<file path="src/hw/rtl/pfra_pkg.sv">
package pfra_pkg;

  localparam int NUM_FRAMES  = 3840;
  localparam int IDX_W       = $clog2(NUM_FRAMES);
  localparam int FRAME_SHIFT = 12;
  localparam int FRAME_BASE  = 32'h0010_0000;
  localparam int BASE_PAGE   = FRAME_BASE >> FRAME_SHIFT;
  localparam int ADDR_W      = 32;
  localparam int PAGE_W      = ADDR_W - FRAME_SHIFT;
  localparam int CFG_W       = 25;
  localparam int NRES_W      = CFG_W - FRAME_SHIFT;
  localparam int CMP_W       = (IDX_W > NRES_W) ? IDX_W : NRES_W;
  localparam int COUNT_W     = 8;
  localparam int CFG_IDX_W   = 2;

  localparam logic [COUNT_W-1:0] RESERVED_COUNT = 8'd100;
  localparam logic [COUNT_W-1:0] COUNT_MAX      = 8'd255;

  localparam logic [CFG_W-1:0] RESERVED_END_RST = 25'h010_0000;
  localparam logic [CFG_W-1:0] MEMORY_END_RST   = 25'h100_0000;

  localparam logic [CFG_IDX_W-1:0] REG_RESERVED_END = 2'd0;
  localparam logic [CFG_IDX_W-1:0] REG_MEMORY_END   = 2'd1;

  localparam logic [2:0] OP_ALLOC = 3'd0;
  localparam logic [2:0] OP_FREE  = 3'd1;
  localparam logic [2:0] OP_SHARE = 3'd2;
  localparam logic [2:0] OP_QUERY = 3'd3;
  localparam logic [2:0] OP_INIT  = 3'd4;

  localparam logic [2:0] ST_OK           = 3'd0;
  localparam logic [2:0] ST_NO_FREE      = 3'd1;
  localparam logic [2:0] ST_RANGE        = 3'd2;
  localparam logic [2:0] ST_ALREADY_FREE = 3'd3;
  localparam logic [2:0] ST_SATURATED    = 3'd4;

  localparam logic [2:0] IDX_HOLD = 3'd0;
  localparam logic [2:0] IDX_ZERO = 3'd1;
  localparam logic [2:0] IDX_TOP  = 3'd2;
  localparam logic [2:0] IDX_INC  = 3'd3;
  localparam logic [2:0] IDX_DEC  = 3'd4;

  localparam logic [1:0] RD_FRAME = 2'd0;
  localparam logic [1:0] RD_TOP   = 2'd1;
  localparam logic [1:0] RD_DOWN  = 2'd2;

  localparam logic [1:0] WR_ZERO   = 2'd0;
  localparam logic [1:0] WR_FILL   = 2'd1;
  localparam logic [1:0] WR_ONE    = 2'd2;
  localparam logic [1:0] WR_UPDATE = 2'd3;

  localparam logic [2:0] RES_OK      = 3'd0;
  localparam logic [2:0] RES_UPDATE  = 3'd1;
  localparam logic [2:0] RES_FOUND   = 3'd2;
  localparam logic [2:0] RES_NO_FREE = 3'd3;
  localparam logic [2:0] RES_RANGE   = 3'd4;

  localparam logic [IDX_W-1:0] IDX_TOP_VAL = IDX_W'(NUM_FRAMES - 1);

  typedef struct packed {
    logic [2:0]        op;
    logic [ADDR_W-1:0] page_address;
  } in_item_t;

  typedef struct packed {
    logic [ADDR_W-1:0]  frame_address;
    logic [COUNT_W-1:0] ref_count;
    logic [2:0]         status;
  } out_item_t;

  typedef struct packed {
    logic       cmd_load;
    logic [2:0] idx_op;
    logic       rd_en;
    logic [1:0] rd_sel;
    logic       wr_en;
    logic [1:0] wr_sel;
    logic       res_load;
    logic [2:0] res_sel;
  } ctrl_t;

  typedef struct packed {
    logic [2:0] op;
    logic       in_range;
    logic       rd_zero;
    logic       idx_zero;
    logic       idx_top;
  } stat_t;

endpackage

</file>
<file path="src/hw/rtl/pfra_ctrl.sv">
module pfra_ctrl (
  input  logic            clk_i,
  input  logic            rst_ni,
  input  logic            start_i,
  input  pfra_pkg::stat_t stat_i,
  output pfra_pkg::ctrl_t ctrl_o,
  output logic            busy_o
);

  localparam logic [2:0] S_CLEAR    = 3'd0;
  localparam logic [2:0] S_IDLE     = 3'd1;
  localparam logic [2:0] S_DISPATCH = 3'd2;
  localparam logic [2:0] S_UPDATE   = 3'd3;
  localparam logic [2:0] S_SCAN     = 3'd4;
  localparam logic [2:0] S_FILL     = 3'd5;

  logic [2:0] state_q, state_d;

  always_ff @(posedge clk_i or negedge rst_ni) begin
    if (!rst_ni) begin
      state_q <= S_CLEAR;
    end else begin
      state_q <= state_d;
    end
  end

  always_comb begin
    state_d         = state_q;
    ctrl_o          = '0;
    ctrl_o.idx_op   = pfra_pkg::IDX_HOLD;
    ctrl_o.rd_sel   = pfra_pkg::RD_FRAME;
    ctrl_o.wr_sel   = pfra_pkg::WR_ZERO;
    ctrl_o.res_sel  = pfra_pkg::RES_OK;
    case (state_q)
      S_CLEAR: begin
        ctrl_o.wr_en  = 1'b1;
        ctrl_o.wr_sel = pfra_pkg::WR_ZERO;
        ctrl_o.idx_op = pfra_pkg::IDX_INC;
        if (stat_i.idx_top) begin
          ctrl_o.idx_op = pfra_pkg::IDX_ZERO;
          state_d       = S_IDLE;
        end
      end
      S_IDLE: begin
        if (start_i) begin
          ctrl_o.cmd_load = 1'b1;
          state_d         = S_DISPATCH;
        end
      end
      S_DISPATCH: begin
        case (stat_i.op)
          pfra_pkg::OP_ALLOC: begin
            ctrl_o.rd_en  = 1'b1;
            ctrl_o.rd_sel = pfra_pkg::RD_TOP;
            ctrl_o.idx_op = pfra_pkg::IDX_TOP;
            state_d       = S_SCAN;
          end
          pfra_pkg::OP_FREE, pfra_pkg::OP_SHARE, pfra_pkg::OP_QUERY: begin
            if (stat_i.in_range) begin
              ctrl_o.rd_en  = 1'b1;
              ctrl_o.rd_sel = pfra_pkg::RD_FRAME;
              state_d       = S_UPDATE;
            end else begin
              ctrl_o.res_load = 1'b1;
              ctrl_o.res_sel  = pfra_pkg::RES_RANGE;
              state_d         = S_IDLE;
            end
          end
          pfra_pkg::OP_INIT: begin
            ctrl_o.idx_op = pfra_pkg::IDX_ZERO;
            state_d       = S_FILL;
          end
          default: begin
            ctrl_o.res_load = 1'b1;
            ctrl_o.res_sel  = pfra_pkg::RES_RANGE;
            state_d         = S_IDLE;
          end
        endcase
      end
      S_UPDATE: begin
        ctrl_o.wr_en    = 1'b1;
        ctrl_o.wr_sel   = pfra_pkg::WR_UPDATE;
        ctrl_o.res_load = 1'b1;
        ctrl_o.res_sel  = pfra_pkg::RES_UPDATE;
        state_d         = S_IDLE;
      end
      S_SCAN: begin
        if (stat_i.rd_zero) begin
          ctrl_o.wr_en    = 1'b1;
          ctrl_o.wr_sel   = pfra_pkg::WR_ONE;
          ctrl_o.res_load = 1'b1;
          ctrl_o.res_sel  = pfra_pkg::RES_FOUND;
          state_d         = S_IDLE;
        end else if (stat_i.idx_zero) begin
          ctrl_o.res_load = 1'b1;
          ctrl_o.res_sel  = pfra_pkg::RES_NO_FREE;
          state_d         = S_IDLE;
        end else begin
          ctrl_o.rd_en  = 1'b1;
          ctrl_o.rd_sel = pfra_pkg::RD_DOWN;
          ctrl_o.idx_op = pfra_pkg::IDX_DEC;
        end
      end
      S_FILL: begin
        ctrl_o.wr_en  = 1'b1;
        ctrl_o.wr_sel = pfra_pkg::WR_FILL;
        ctrl_o.idx_op = pfra_pkg::IDX_INC;
        if (stat_i.idx_top) begin
          ctrl_o.idx_op   = pfra_pkg::IDX_ZERO;
          ctrl_o.res_load = 1'b1;
          ctrl_o.res_sel  = pfra_pkg::RES_OK;
          state_d         = S_IDLE;
        end
      end
      default: begin
        state_d = S_IDLE;
      end
    endcase
  end

  assign busy_o = (state_q != S_IDLE);

endmodule

</file>
<file path="config.mk">
export PLATFORM = sky130hd
export DESIGN_NAME = pfra_ctrl
export DESIGN_NICKNAME = d
export VERILOG_FILES = /design/src/hw/rtl/pfra_pkg.sv /design/src/hw/rtl/pfra_ctrl.sv
export SDC_FILE = /design/constraint.sdc
export NUM_CORES = 1
export LEC_CHECK = 0
export BUFFER_PORTS_ARGS = -buffer_cell sky130_fd_sc_hd__clkbuf_2
export CAP_MARGIN = 30
export CORE_AREA = 4 4 41 43
export CTS_CLUSTER_DIAMETER = 100
export DETAILED_ROUTE_END_ITERATION = 7
export DIE_AREA = 0 0 45 47
export GPL_TIMING_DRIVEN = 0
export SLEW_MARGIN = 30
export SYNTH_ARGS = -nofsm -noshare
export SYNTH_HDL_FRONTEND = slang
export SYNTH_SLANG_ARGS = --single-unit
</file>
<file path="constraint.sdc">
create_clock -name clk_i -period 2.4 [get_ports clk_i]
set_input_delay 0.12 -clock clk_i [delete_from_list [all_inputs] [get_ports clk_i]]
set_output_delay 0.12 -clock clk_i [all_outputs]
set_load 0.01 [all_outputs]
</file>
After elaboration in Yosys (flattened, before gate mapping) --
Cells that the tools add are included. W data, S select, Z words.
Word-level totals: register bits after elaboration 3, input bits 10, output and inout port bits 15, word-level logic and storage cells 45
Operators by class: equal/unequal tests 13, multiplexer cells 25, reduce and logical (&&, ||, !) cells 6
Operators by type and width (number):
- $pmux W3 S4 | 2
- $mux W3 | 6
- $pmux W3 S3 | 2
- $mux W4 | 4
- $pmux W4 S4 | 1
- $eq A3 B2 Y1 const B | 4
- $mux W6 | 2
- $pmux W3 S2 | 2
- $eq A3 B3 Y1 const B | 3
- $pmux W4 S2 | 1
- $eq A3 B1 Y1 const B | 2
- $logic_not A3 Y1 | 2
- $mux W2 | 2
- $pmux W2 S2 | 1
- $reduce_or A2 Y1 | 2
- $ne A3 B1 Y1 const B | 1
- $ne A3 B3 Y1 const B | 1
- $reduce_and A3 Y1 | 1
- $reduce_or A3 Y1 | 1
- $mux W1 | 2
- $ne A2 B1 Y1 const B | 1
- $ne A2 B2 Y1 const B | 1

Depth between registers and ports, before layout --
Gate-level depths: netlist of the first run.
depth after elaboration 4, depth in mapped cells 6, gate-level depth less buffers 5

Worst setup path before layout of the first run --
Ideal clock, no wire load.
kind reg-to-output, start point register state_q[1], end point output ctrl_o[3] (netlist name), arrival time 2046 ps, data required time 2280 ps, setup slack 234 ps, stages on the path, launching flop included 7, path buffers 1, cells stage by stage dfrtp_1 > clkbuf_1 > inv_1 > ha_1 > or4b_1 > nor3_1 > a311o_1
RTL lines:
- start: declaration | RTL line pfra_ctrl.sv:17 | logic [2:0] state_q, state_d;
- start signal: assignment | RTL line pfra_ctrl.sv:23 | state_q <= state_d;
- end: declaration | RTL line pfra_ctrl.sv:6 | output pfra_pkg::ctrl_t ctrl_o,

==> flow_summary.toml, run 1 <==
[status]
outcome = "finished clean"

[worst_setup_path]
worstSetupPathType = "register to output port"
start_kind = "register"
path_max_fanout = 10
timing.rr.start = "state_q[2]"
startpoint = "state_q[1]"
cp-end-kind = "output port"
cp.arrival_ns = 2.10
critical_path_required_ns = 2.28

[die]
initial_utilization_pct = 29.4
ios = 25
dieHeight_um = 47
rows = 13
die_w_um = 45
core_area_um2 = 1300
fp.dieArea_um2 = 2120

[sta]
rsz0062_at_grt = "no"
timing.fmax_ghz = 0.450
layout_setup_ws_ns = 0.178
setup_viol = 0
period_needed_ns = 2.22
fin_tns_setup_ns = 0
drv_slew = 0
timing.slew.headroom_pct = 60.9
worst_pin_slew_ns = 0.578
hold_viol = 0
fin_crit_sh_pct = 92.6
finClkSkew_ns = 0.00305

[logic_synthesis]
synth_top_cell_by_area = "dfrtp_1"
synth_top_area_share_pct = 19.6
ys_seq_area_share_pct = 19.6
ys_seq_elements = 3
synth_commonest_cells = "5 x inv_1, 5 x nand2_1, 5 x nor3_1, 5 x o21ai_0"
async_flop_share_pct = 100
syn_area_um2 = 383
syn_inst = 55
synth_top_cells_by_area = "dfrtp_1 20%, nor3_1 6.5%, o21ai_0 6.5%"
synth_edf_count = 0
synth_flop_cell = "dfrtp_1"
synth.distinct_cells = 28
syn-num-nets = 66
yosysWarnings = 0
syn_avg_cell_area_um2 = 6.96

[global_routing]
grt_pass1_wl_um = 2040
grt_max_degree = 11
overflow = 0
grt_usage_pct = 12.8
grt_pass1_vias = 501
antenna_found_initial = 0

[routing]
drc = 0
firstDrtPassIters = 4
drtIter0Drc = 7
wl_per_cell_um = 12.0
via_per_inst = 5.01
antenna_left = 0
vias = 501
totalWireLength_um = 1200

[layout]
diodes = 0
nets = 97
area_growth_pct = 54.2
fin_area_um2 = 591
top_register = "state_q"
final_cells = 100
layout-drive-gt1-share_pct = 40.0
reg_top3 = "state_q x3"
largest_reg_flops = 3

[placement]
dp_cells = 94
placed_cell_area_um2 = 522
gp_congestion = 0.720
numPortBuffers = 24
dp_hpwl_um = 930
pre_cts_slack_ns = 0.0599

[power]
power_leakage_nw = 0.289
p_per_area_nw_per_um2 = 871
vdd_drop_max_v = 0.000499

[clocking]
clkTransAtPathRegs_ns = 0.03
cts_root_buf = "clkbuf_4"
clockBufferDepth = 2
clkLatencyLatePin_ns = 0.23
numCtsBuffers = 3
cts_max_level = 1
clock-sinks = 3
cts_tree = "yes"

[hold_path]
min-delay-start = "stat_i[3]"
hold_class = "primary input to register"

[run]
maxCapViolations = 0
[cell families (layout without fill, tap and decap cells)]
family,count (synthesis),after routing,share of synthesized area [%]
flip-flops,3,3,19.6
XOR/XNOR,1,1,2.29
buffers and inverters,8,38,7.84
AO/OA/AOI/OAI,14,14,23.5
AND/OR/NAND/NOR,28,28,43.5
adder cells (fa/ha/maj),1,1,3.27
[per-layer routing]
layer | routed length (um) | global-route usage [%]
met1 | 518 | 16.8
met2 | 558 | 21.2
met3 | 121 | 4.98
met4 | 0 | 0
met5 | 0 | 0
[cells in the final DEF, fill, tap and decap left out, drive strengths merged, types with 2 or more instances in the layout]
cell and instances:
nand2 5, nor3 5, nand3b 2, inv 5, clkbuf 29, dfrtp 3, a21oi 3, nand2b 2
o21ai 5, or3b 2, nand3 2, nor2 3, nor2b 2, buf 3
[where the power goes]
| group | leakage [nW] | internal (mW) | switching [mW] |
|---|---|---|---|
| Clock | 0.0150 | 0.0621 | 0.0239 |
| Combinational | 0.236 | 0.157 | 0.182 |
| Sequential | 0.0375 | 0.0668 | 0.0230 |
| Total | 0.289 | 0.286 | 0.229 |
[what timing repair did]
item | 4_1_cts | 5_1_grt
pin swaps | 0 | 1
buffers inserted | 0 | 1
hold buffers | 1 | 0
hold endpoints to repair | 3 | 0
gates resized for setup | 3 | 3
setup endpoints to repair | 2 | 1
[worst paths after layout]
path / end / slack (ns) / depth (start not counted)
max: ctrl_o[3] / 0.18 / 7
min: state_q[1] / 0.16 / 2
max reg2reg: state_q[0] / 0.87 / 4
min reg2reg: state_q[2] / 0.71 / 2
max in group asynchronous: state_q[1] / 2.07 / 2
min in group asynchronous: state_q[2] / 0.22 / 2
[per-stage QoR]
step / power, mW / utilization (%) / hold slack, ns
2_1_floorplan: 0.282 / - / -0.176
3_3_place_gp: 0.391 / 40.1 / -0.0814
3_5_place_dp: 0.397 / 40.1 / -0.0791
4_1_cts: 0.495 / 43.6 / 0.161
5_1_grt: 0.575 / 45.4 / 0.158
6_report: 0.514 / 45.4 / 0.164
[cell type report]
cell class                 instances  area (um^2)
buffer                             3         18.8
clock buffer                       4         26.3
fill                             141          711
inverter                           5         18.8
multi-input combinational         44          295
sequential                         3         75.1
tap                               15         18.8
timing repair buffer              26          138
[critical path: stages, from the launching register on]
cell and delay [ns]:
dfrtp_1 0.42, buf_6 0.16, inv_1 0.11, ha_4 0.23, or4b_1 0.48, nor3_2 0.22, a311o_1 0.14, clkbuf_2 0.13
Note: power is estimated with default switching activity, not from simulation.
==> inputs of run 2 (changes only) <==
--- a/config.mk
+++ b/config.mk
@@ -12,6 +12,7 @@
 export DETAILED_ROUTE_END_ITERATION = 7
 export DIE_AREA = 0 0 45 47
 export GPL_TIMING_DRIVEN = 0
+export REMOVE_ABC_BUFFERS = 1
 export SLEW_MARGIN = 30
 export SYNTH_ARGS = -nofsm -noshare
 export SYNTH_HDL_FRONTEND = slang
==> run 2 against run 1 <==
Net effect: clock-buffer cell count unchanged; die area unchanged; final area down 7.0%; largest cell class unchanged.
==> flow_summary.toml, run 2 (same netlist as run 1, synthesis figures left out) <==
[sta]
fin_crit_sh_pct = 93.8
timing.fmax_ghz = 0.444
finClkSkew_ns = 0.00400
timing.slew.headroom_pct = 59.4
rsz0062_at_grt = "no"
fin_tns_setup_ns = 0
setup_viol = 0
period_needed_ns = 2.25
drv_slew = 0
hold_viol = 0
worst_pin_slew_ns = 0.600

[clocking]
cts_root_buf = "clkbuf_4"
clkLatencyLatePin_ns = 0.23
clockBufferDepth = 2
numCtsBuffers = 3
cts_max_level = 1
clkTransAtPathRegs_ns = 0.03
cts_setup_buffers = 0
cts_tree = "yes"
clock-sinks = 3

[worst_setup_path]
cp-end-kind = "output port"
timing.rr.start = "state_q[0]"
path_max_fanout = 15
critical_path_required_ns = 2.28
cp.arrival_ns = 2.13
worst_r2r_path_depth = 3
start_kind = "register"
worstSetupPathType = "register to output port"
rr_endpoint = "state_q[0]"
reg2reg_slack_ns = 0.86

[placement]
dp_hpwl_um = 816
placed_cell_area_um2 = 510
gp_congestion = 0.711
numPortBuffers = 24

[layout]
reg_top3 = "state_q x3"
area_growth_pct = 43.5
top_register = "state_q"
layout-drive-gt1-share_pct = 39.5
fin_area_um2 = 549
final_common_cell = "clkbuf_2"
largest_reg_flops = 3
fill_cells = 145
nets = 93
diodes = 0
mostFrequentLayoutCells = "24 x clkbuf_2, 5 x inv_1, 5 x nand2_1, 5 x nor3_1, 5 x o21ai_0"

[power]
internal_power_mw = 0.255
p_clk_share_pct = 18.7
swShare_pct = 45.1
vdd_drop_max_v = 0.000406
power_leakage_nw = 0.272
pwr-share-seq_pct = 27.3
comb_power_share_pct = 53.9
p_per_area_nw_per_um2 = 847
p_switching_mw = 0.210

[status]
outcome = "finished clean"

[routing]
via_per_inst = 5.11
wl_per_cell_um = 11.0
totalWireLength_um = 1060
drc = 0
drtIter0Drc = 12
firstDrtPassIters = 4
vias = 491
antenna_left = 0

[die]
die_w_um = 45
initial_utilization_pct = 29.4
fp.dieArea_um2 = 2120
rows = 13
core_area_um2 = 1300
dieHeight_um = 47
ios = 25

[global_routing]
grt_pass1_vias = 446
grt_max_degree = 16
antenna_found_initial = 0
grt_usage_pct = 11.5
overflow = 0
grt_pass1_wl_um = 1830

[hold_path]
min-delay-start = "stat_i[3]"
whs_endpoint = "state_q[1]"
min_path_cells = 2
hold_class = "primary input to register"

[run]
maxCapViolations = 0
## run 2: metrics by stage
step | cells | hold WS [ns] | setup slack, ns | power [mW] | util (%)
6_report | 96 | 0.158 | 0.148 | 0.465 | 42.2
3_5_place_dp | 91 | -0.0815 | 0.270 | 0.380 | 39.2
4_1_cts | 96 | 0.153 | 0.00843 | 0.471 | 42.0
5_1_grt | 96 | 0.158 | 0.0127 | 0.513 | 42.2
2_1_floorplan | 52 | -0.176 | 0.365 | 0.272 | -
3_3_place_gp | 91 | -0.0817 | 0.279 | 0.377 | 39.2
## run 2: layout make-up
class / instances / area [um^2] / share of cell area (%)
Clock buffer: 4 / 26.3 / 4.78
Timing Repair Buffer: 25 / 130 / 23.7
Sequential cell: 3 / 77.6 / 14.1
Inverter: 5 / 18.8 / 3.42
Tap cell: 15 / 18.8 / 3.42
Multi-Input combinational cell: 44 / 278 / 50.6
## run 2: power groups by stage
stage               Combinational [mW]  Sequential (mW)  Clock [mW]
floorplan                        0.165            0.108           0
global placement                 0.252            0.125           0
detailed placement               0.254            0.126           0
CTS                              0.255            0.125      0.0905
global route                     0.281            0.135      0.0974
finish                           0.251            0.127      0.0873
## run 2: how the worst max path moves through the flow
stage | start | endpoint | slack, ns
after floorplan | state_q[1] | ctrl_o[3] | 0.36
after global placement | state_q[1] | ctrl_o[3] | 0.28
after detailed placement | state_q[1] | ctrl_o[3] | 0.27
after CTS | state_q[1] | ctrl_o[3] | 0.008
after global routing | state_q[1] | ctrl_o[3] | 0.01
final | state_q[1] | ctrl_o[3] | 0.15
## run 2: worst max-delay path, stage by stage, from the launching register on
cell      delay, ns
dfrtp_2        0.48
inv_1          0.09
ha_1           0.35
or4b_1         0.48
nor3_1         0.22
a311o_1        0.15
clkbuf_2       0.13
## run 2: timing repair
item                                   CTS  global route
setup endpoints to repair                0             2
endpoints found under the hold margin    3             0
hold buffers                             1             0
resized for setup                        0             2
## run 2: per-layer routing
metal  track usage (%)  wire length [um]  part of all wire [%]
met3              4.60               114                    11
met4              1.75                 0                     0
met5                 0                 0                     0
met1              15.1               476                    45
met2              18.1               468                    44
